### src/rtl/drrtx_pkg.sv
// ----------------------------------------------------------------------------
// drrtx_pkg
// Shared types and constants for the descriptor ring receive/transmit handler.
// ----------------------------------------------------------------------------
package drrtx_pkg;

    // Result codes carried in m_tuser
    typedef enum logic [2:0] {
        OC_RX_DELIVERED = 3'd0,
        OC_RX_DROPPED   = 3'd1,
        OC_RX_EMPTY     = 3'd2,
        OC_TX_QUEUED    = 3'd3,
        OC_TX_TOO_LONG  = 3'd4,
        OC_TX_BUSY      = 3'd5
    } outcome_t;

    // Item kind carried in s_tuser
    localparam logic FUNC_RX = 1'b0;
    localparam logic FUNC_TX = 1'b1;

    // Descriptor status word bits
    localparam int OWN_POS    = 31;
    localparam int EOR_POS    = 30;
    localparam int FS_POS     = 29;
    localparam int LS_POS     = 28;
    localparam int RX_ERR_POS = 21;

    localparam int LEN_W      = 14;
    localparam int SLOT_OUT_W = 5;
    localparam int ADDR_W     = 64;
    localparam int WORD_W     = 32;
    localparam int COUNT_W    = 32;

    localparam logic [LEN_W-1:0] MIN_RX_LEN = 14'd18;
    localparam logic [LEN_W-1:0] CRC_BYTES  = 14'd4;

    // APB register map (64-bit registers at 8-byte steps)
    localparam logic REG_RX_BASE = 1'b0;
    localparam logic REG_TX_BASE = 1'b1;

endpackage

### src/rtl/descriptor_ring_rx_tx_handler.sv
// ----------------------------------------------------------------------------
// descriptor_ring_rx_tx_handler
// Checks receive descriptors and builds transmit descriptors for two
// OWN-bit controlled DMA rings, one item per cycle without m_ stalls.
// ----------------------------------------------------------------------------
//  channel  direction  tdata (low bit up)                          tuser
//  s_       in         desc_status[31:0], frame_length[45:32]      func
//  m_       out        slot_used, buffer_address, payload_length,  outcome
//                      desc_write, new_desc_word, doorbell,
//                      dropped_total
//  apb      in         rx_buffer_base @0x0, tx_buffer_base @0x8
//
// Items pass an input register, then the result register. Throughput is
// one item per cycle without m_ stalls; ring slots, buffer offsets and the
// drop counter update as an item enters the result register. A stall on m_
// holds it; s_tready is low only in reset or when both stages are full and
// m_ stalls. Synchronous active-low reset clears slots and counters.
// ----------------------------------------------------------------------------
module descriptor_ring_rx_tx_handler #(
    parameter int RX_RING_SLOTS = 32,
    parameter int TX_RING_SLOTS = 32,
    parameter int BUFFER_BYTES  = 2048
) (
    input  logic         aclk,
    input  logic         aresetn,

    input  logic         s_tvalid,
    output logic         s_tready,
    input  logic [47:0]  s_tdata,   // desc_status[31:0], frame_length[45:32], zero pad
    input  logic         s_tuser,   // func

    output logic         m_tvalid,
    input  logic         m_tready,
    output logic [151:0] m_tdata,   // slot_used[4:0], buffer_address[68:5],
                                    // payload_length[82:69], desc_write[83],
                                    // new_desc_word[115:84], doorbell[116],
                                    // dropped_total[148:117], zero pad
    output logic [2:0]   m_tuser,   // outcome

    input  logic         psel,
    input  logic         penable,
    input  logic         pwrite,
    input  logic [3:0]   paddr,
    input  logic [63:0]  pwdata,
    output logic [63:0]  prdata,
    output logic         pready
);
    import drrtx_pkg::*;

    localparam int RX_SLOT_W = $clog2(RX_RING_SLOTS);
    localparam int TX_SLOT_W = $clog2(TX_RING_SLOTS);
    localparam int RX_OFF_W  = $clog2(RX_RING_SLOTS * BUFFER_BYTES);
    localparam int TX_OFF_W  = $clog2(TX_RING_SLOTS * BUFFER_BYTES);

    localparam logic [RX_SLOT_W-1:0] RX_LAST  = RX_SLOT_W'(RX_RING_SLOTS - 1);
    localparam logic [TX_SLOT_W-1:0] TX_LAST  = TX_SLOT_W'(TX_RING_SLOTS - 1);
    localparam logic [RX_OFF_W-1:0]  RX_STEP  = RX_OFF_W'(BUFFER_BYTES);
    localparam logic [TX_OFF_W-1:0]  TX_STEP  = TX_OFF_W'(BUFFER_BYTES);
    localparam logic [LEN_W-1:0]     BUF_LEN  = LEN_W'(BUFFER_BYTES);

    // configuration
    logic [ADDR_W-1:0] rx_base_reg;
    logic [ADDR_W-1:0] tx_base_reg;
    logic              cfg_write;

    // ring state; offsets track slot * BUFFER_BYTES
    logic [RX_SLOT_W-1:0] rx_slot_reg;
    logic [TX_SLOT_W-1:0] tx_slot_reg;
    logic [RX_OFF_W-1:0]  rx_off_reg;
    logic [TX_OFF_W-1:0]  tx_off_reg;
    logic [COUNT_W-1:0]   drop_count_reg;

    // input stage
    logic              in_valid_reg;
    logic              in_func_reg;
    logic [WORD_W-1:0] in_desc_reg;
    logic [LEN_W-1:0]  in_flen_reg;

    // result stage
    logic              out_valid_reg;
    logic [2:0]        out_user_reg;
    logic [151:0]      out_data_reg;

    logic advance;

    // item results
    outcome_t          outcome;
    logic [SLOT_OUT_W-1:0] slot_used;
    logic [ADDR_W-1:0] buf_addr;
    logic [LEN_W-1:0]  pay_len;
    logic              desc_wr;
    logic [WORD_W-1:0] new_word;
    logic              bell;
    logic              rx_adv;
    logic              tx_adv;
    logic              drop;
    logic [LEN_W-1:0]  rx_len;
    logic              rx_good;

    logic [RX_SLOT_W-1:0] rx_slot_next;
    logic [TX_SLOT_W-1:0] tx_slot_next;
    logic [RX_OFF_W-1:0]  rx_off_next;
    logic [TX_OFF_W-1:0]  tx_off_next;
    logic [COUNT_W-1:0]   drop_count_next;

    // ------------------------------------------------------------------
    // APB
    // ------------------------------------------------------------------
    assign pready    = 1'b1;
    assign cfg_write = psel & penable & pwrite & pready;
    assign prdata    = (paddr[3] == REG_TX_BASE) ? tx_base_reg : rx_base_reg;

    always_ff @(posedge aclk) begin
        if (!aresetn) begin
            rx_base_reg <= '0;
            tx_base_reg <= '0;
        end else if (cfg_write) begin
            if (paddr[3] == REG_RX_BASE) begin
                rx_base_reg <= pwdata;
            end else begin
                tx_base_reg <= pwdata;
            end
        end
    end

    // ------------------------------------------------------------------
    // Handshake
    // ------------------------------------------------------------------
    assign advance  = in_valid_reg & (~out_valid_reg | m_tready);
    // no item is taken while reset is held
    assign s_tready = aresetn & (~in_valid_reg | advance);
    assign m_tvalid = out_valid_reg;
    assign m_tdata  = out_data_reg;
    assign m_tuser  = out_user_reg;

    always_ff @(posedge aclk) begin
        if (!aresetn) begin
            in_valid_reg <= 1'b0;
        end else if (s_tready) begin
            in_valid_reg <= s_tvalid;
        end
    end

    always_ff @(posedge aclk) begin
        if (s_tvalid && s_tready) begin
            in_func_reg <= s_tuser;
            in_desc_reg <= s_tdata[31:0];
            in_flen_reg <= s_tdata[45:32];
        end
    end

    // ------------------------------------------------------------------
    // Descriptor decision
    // ------------------------------------------------------------------
    assign rx_len  = in_desc_reg[LEN_W-1:0];
    assign rx_good = in_desc_reg[FS_POS] & in_desc_reg[LS_POS] &
                     (rx_len > MIN_RX_LEN) & ~in_desc_reg[RX_ERR_POS];

    always_comb begin
        outcome  = OC_RX_EMPTY;
        slot_used = SLOT_OUT_W'(rx_slot_reg);
        buf_addr = '0;
        pay_len  = '0;
        desc_wr  = 1'b0;
        new_word = '0;
        bell     = 1'b0;
        rx_adv   = 1'b0;
        tx_adv   = 1'b0;
        drop     = 1'b0;
        if (in_func_reg == FUNC_RX) begin
            if (!in_desc_reg[OWN_POS]) begin
                rx_adv  = 1'b1;
                desc_wr = 1'b1;
                new_word[OWN_POS]     = 1'b1;
                new_word[EOR_POS]     = (rx_slot_reg == RX_LAST);
                new_word[LEN_W-1:0]   = BUF_LEN;
                if (rx_good) begin
                    outcome  = OC_RX_DELIVERED;
                    buf_addr = rx_base_reg + ADDR_W'(rx_off_reg);
                    pay_len  = rx_len - CRC_BYTES;
                end else begin
                    outcome = OC_RX_DROPPED;
                    drop    = 1'b1;
                end
            end
        end else begin
            slot_used = SLOT_OUT_W'(tx_slot_reg);
            if (in_flen_reg > BUF_LEN) begin
                outcome = OC_TX_TOO_LONG;
            end else if (in_desc_reg[OWN_POS]) begin
                outcome = OC_TX_BUSY;
            end else begin
                outcome  = OC_TX_QUEUED;
                tx_adv   = 1'b1;
                buf_addr = tx_base_reg + ADDR_W'(tx_off_reg);
                pay_len  = in_flen_reg;
                desc_wr  = 1'b1;
                bell     = 1'b1;
                new_word[OWN_POS]   = 1'b1;
                new_word[FS_POS]    = 1'b1;
                new_word[LS_POS]    = 1'b1;
                new_word[EOR_POS]   = (tx_slot_reg == TX_LAST);
                new_word[LEN_W-1:0] = in_flen_reg;
            end
        end
    end

    // ------------------------------------------------------------------
    // Ring state
    // ------------------------------------------------------------------
    always_comb begin
        rx_slot_next    = rx_slot_reg;
        rx_off_next     = rx_off_reg;
        tx_slot_next    = tx_slot_reg;
        tx_off_next     = tx_off_reg;
        drop_count_next = drop_count_reg + COUNT_W'(drop);
        if (rx_adv) begin
            if (rx_slot_reg == RX_LAST) begin
                rx_slot_next = '0;
                rx_off_next  = '0;
            end else begin
                rx_slot_next = rx_slot_reg + RX_SLOT_W'(1);
                rx_off_next  = rx_off_reg + RX_STEP;
            end
        end
        if (tx_adv) begin
            if (tx_slot_reg == TX_LAST) begin
                tx_slot_next = '0;
                tx_off_next  = '0;
            end else begin
                tx_slot_next = tx_slot_reg + TX_SLOT_W'(1);
                tx_off_next  = tx_off_reg + TX_STEP;
            end
        end
    end

    always_ff @(posedge aclk) begin
        if (!aresetn) begin
            rx_slot_reg    <= '0;
            rx_off_reg     <= '0;
            tx_slot_reg    <= '0;
            tx_off_reg     <= '0;
            drop_count_reg <= '0;
        end else if (advance) begin
            rx_slot_reg    <= rx_slot_next;
            rx_off_reg     <= rx_off_next;
            tx_slot_reg    <= tx_slot_next;
            tx_off_reg     <= tx_off_next;
            drop_count_reg <= drop_count_next;
        end
    end

    // ------------------------------------------------------------------
    // Result register
    // ------------------------------------------------------------------
    always_ff @(posedge aclk) begin
        if (!aresetn) begin
            out_valid_reg <= 1'b0;
        end else if (advance) begin
            out_valid_reg <= 1'b1;
        end else if (m_tready) begin
            out_valid_reg <= 1'b0;
        end
    end

    always_ff @(posedge aclk) begin
        if (advance) begin
            out_user_reg <= outcome;
            out_data_reg <= {3'b000, drop_count_next, bell, new_word, desc_wr,
                             pay_len, buf_addr, slot_used};
        end
    end

    // ------------------------------------------------------------------
    // Assertions
    // ------------------------------------------------------------------
    a_drop_step: assert property (@(posedge aclk) disable iff (!aresetn)
        ($past(aresetn) && drop_count_reg != $past(drop_count_reg)) |->
        drop_count_reg == $past(drop_count_reg) + COUNT_W'(1))
        else $error("drop counter moved by more than one");

    a_rx_offset: assert property (@(posedge aclk) disable iff (!aresetn)
        32'(rx_off_reg) == 32'(rx_slot_reg) * 32'(BUFFER_BYTES))
        else $error("rx buffer offset out of step with rx slot");

    a_bell_queued: assert property (@(posedge aclk) disable iff (!aresetn)
        (m_tvalid && m_tdata[116]) |-> m_tuser == OC_TX_QUEUED)
        else $error("doorbell without a queued tx item");

    a_drain: assert property (@(posedge aclk) disable iff (!aresetn)
        (m_tvalid && m_tready && !in_valid_reg) |=> !m_tvalid)
        else $error("result repeated after it was taken");

endmodule
### config.mk
export PLATFORM = sky130hd
export DESIGN_NAME = descriptor_ring_rx_tx_handler
export DESIGN_NICKNAME = d
export VERILOG_FILES = /design/src/rtl/drrtx_pkg.sv /design/src/rtl/descriptor_ring_rx_tx_handler.sv
export SDC_FILE = /design/constraint.sdc
export NUM_CORES = 1
export LEC_CHECK = 0
export ABC_AREA = 1
export BUFFER_PORTS_ARGS = -buffer_cell sky130_fd_sc_hd__buf_2
export CAP_MARGIN = 10
export CELL_PAD_IN_SITES_DETAIL_PLACEMENT = 0
export CELL_PAD_IN_SITES_GLOBAL_PLACEMENT = 1
export CORE_UTILIZATION = 42
export CTS_BUF_LIST = sky130_fd_sc_hd__clkbuf_4 sky130_fd_sc_hd__clkbuf_8
export DETAILED_ROUTE_END_ITERATION = 12
export PLACE_DENSITY = 0.93
export SKIP_CTS_REPAIR_TIMING = 1
export SLEW_MARGIN = 30
export SYNTH_ARGS = -nofsm -noshare
export SYNTH_HDL_FRONTEND = slang
export SYNTH_SLANG_ARGS = --single-unit
### constraint.sdc
create_clock -name aclk -period 4.5 [get_ports aclk]
set_input_delay 0.9 -clock aclk [delete_from_list [all_inputs] [get_ports aclk]]
set_output_delay 0.9 -clock aclk [all_outputs]
set_load 0.02 [all_outputs]
==> impl_metrics.ini <==
[global_routing]
grt_pass1_vias = 17386
grt_pass1_wl_um = 103400
grt_max_degree = 77
gr-total-overflow = 0
grt_usage = 0.3056
antenna_found_initial = 4

[clocking]
clk_latency_ns = 0.67
clock_sinks = 351
h-tree-depth = 3
numCtsBuffers = 66
path_clk_slew_ns = 0.06
clockBufferDepth = 3
cts-root-buf = clkbuf_8
cts_tree = done

[synth]
yosysSeqAreaShare = 0.4625
synth_cell_types = 52
synth_area_sq_um = 18850
ys_warn_count = 0
syn_inst = 2528
synth_seq_cells = 351
syn_avg_cell_area_sq_um = 7.456

[placement]
place_hpwl_um = 53500
gp_congestion = 1.062
place_ws_ns = 1.159
portBuffers = 308

[min_path]
hold_class = input pin to flop

[die]
start_util = 0.4263
ios = 346
die_x_um = 213.8
die_h_um = 213.8
rows = 77
fp.coreArea_sq_um = 44220
fp.dieArea_sq_um = 45730

[sta]
post-route-period-util = 0.7364
rsz0062_at_grt = false
worstMarginPinSlew_ns = 0.8852
setup-tns-final_ns = 0
fmax_mhz = 301.8
fin_ws_ns = 1.186
skew_ns = 0.05825
drv_slew = 0
slew_headroom = 0.4099
hold_violations = 0
min_period_ns = 3.314
finalSetupViolCount = 0

[final_layout]
layout_common_cells = nand2_1, nor2_1, buf_2, inv_1, o21ai_0
syn_to_final_growth_pct = 18.14
fill_cells = 4395
final_net_count = 2981
largest_reg_flops = 133
multiInputGateArea_sq_um = 8566
final_common_cell = nand2_1
register_area_sq_um = 8718
layout-drive-gt1-share = 0.1781
fin_util = 0.5036

[critical_path]
cp.required_ns = 3.60
worst_setup_path_start_kind = input pin
critical_path_class = input pin to output pin
worstSetupEndpointType = output pin
crit_arrival_ns = 2.41
worstPathMaxFanout = 50

[routing]
firstDrtPassIters = 6
wl_um = 70710
drcViolationCount = 0
vias_per_cell = 5.415
dr.first_iter.drc_count = 1970
vias = 18873
ant_nets = 0
wl_per_cell_um = 20.29

[pwr]
p_switching_uw = 1966
swShare = 0.2623
p_int_uw = 5529
power_frac_seq = 0.478
clkPwrFrac = 0.441
comb_power_share = 0.081
power.density_nw_per_um2 = 336.6
ir_drop_v = 0.0003029
p_leak_uw = 0.009331

[run]
cap_violations = 0

[status]
status = complete, no violations
[metal layers]
| metal | GRT usage | share of wire | vias to the layer above |
|---|---|---|---|
| li1 | - | - | 8955 |
| met1 | 0.4028 | 0.42 | 8882 |
| met2 | 0.4800 | 0.45 | 885 |
| met3 | 0.05829 | 0.082 | 149 |
| met4 | 0.1512 | 0.044 | 2 |
| met5 | 0 | 0.00018 | - |
[area by class of cell]
| type | instances | area share |
|---|---|---|
| sequential | 351 | 0.3915 |
| multi-input combinational | 1793 | 0.3846 |
| timing repair buffer | 328 | 0.07731 |
| clock buffer | 103 | 0.05579 |
| inverter | 298 | 0.05029 |
| tap | 592 | 0.03326 |
| clock inverter | 18 | 0.006967 |
| antenna | 2 | 0.0002247 |
[cells in the mapped netlist, drive strengths merged]
| library cell | n | area, sq um |
|---|---|---|
| nor3 | 54 | 301.6 |
| inv | 297 | 1115 |
| a211oi | 2 | 15.01 |
| dfxtp | 182 | 3643 |
| nand4 | 43 | 269.0 |
| xor2 | 26 | 227.7 |
| edfxtp | 169 | 5075 |
| or2 | 10 | 62.56 |
| a22o | 1 | 8.760 |
| clkinv | 1 | 3.750 |
| nand2b | 2 | 12.51 |
| xnor2 | 8 | 70.07 |
| o21bai | 6 | 48.80 |
| nor3b | 2 | 15.01 |
| nor4 | 3 | 18.77 |
| nand3 | 206 | 1119 |
| o31ai | 5 | 62.56 |
| and2 | 2 | 12.51 |
| o21ai | 275 | 1380 |
| and3b | 1 | 8.760 |
| conb | 2 | 7.510 |
| nor2 | 363 | 1461 |
| o22ai | 15 | 93.84 |
| clkbuf | 57 | 214.0 |
| a21boi | 1 | 7.510 |
| nand2 | 565 | 2148 |
| o211ai | 5 | 37.54 |
| and3 | 3 | 18.77 |
| nand3b | 9 | 92.59 |
| a21oi | 147 | 747.0 |
| ha | 19 | 237.7 |
| buf | 47 | 314.1 |
[through the flow]
step / hold slack [ns] / cell area (sq um) / total power (uW) / instances
final: 0.4374 / 22270 / 7495 / 3485
after floorplan: 0.4391 / 18920 / 3988 / 2546
after global placement: 0.4502 / 20850 / 4230 / 3361
after global routing: 0.4131 / 22270 / 7749 / 3484
after CTS: 0.3924 / 22240 / 7539 / 3482
after detailed placement: 0.4560 / 20850 / 4243 / 3361
[worst max-delay path: stages]
cell	delay [ns]
buf_4	0.44
buf_4	0.46
nand2_1	0.10
o21ai_0	0.21
buf_2	0.26
[power groups by stage]
stage / registers [uW] / logic [uW] / clock network, uW
floorplan: 3670 / 314 / 0
global placement: 3650 / 585 / 0
detailed placement: 3650 / 594 / 0
CTS: 3580 / 598 / 3360
global route: 3600 / 658 / 3500
finish: 3590 / 605 / 3300
[final timing paths]
| path | startpoint | cells after the start | slack [ns] | to |
|---|---|---|---|---|
| worst min register to register | rx_slot_reg[3] | 2 | 0.46 | rx_slot_reg[3] |
| worst min-delay path | s_tuser | 1 | 0.44 | in_func_reg |
| worst max-delay path | paddr[3] | 5 | 1.19 | prdata[39] |
| worst max register to register | in_desc_reg[9] | 18 | 1.36 | drop_count_reg[22] |
[cell families (layout without fill, tap and decap cells)]
group / Yosys count / in the layout / synth area share
and+or+nand+nor: 1263 / 1263 / 0.2939
AOI/OAI and AO/OA: 457 / 457 / 0.1274
xor gates and xnor gates: 34 / 34 / 0.01580
DFF: 351 / 351 / 0.4625
other: 2 / 22 / 0.0003984
adders and majority gates: 19 / 19 / 0.01261
buffers and inverters: 402 / 747 / 0.08735
Note: power is estimated with default switching activity, not from simulation.
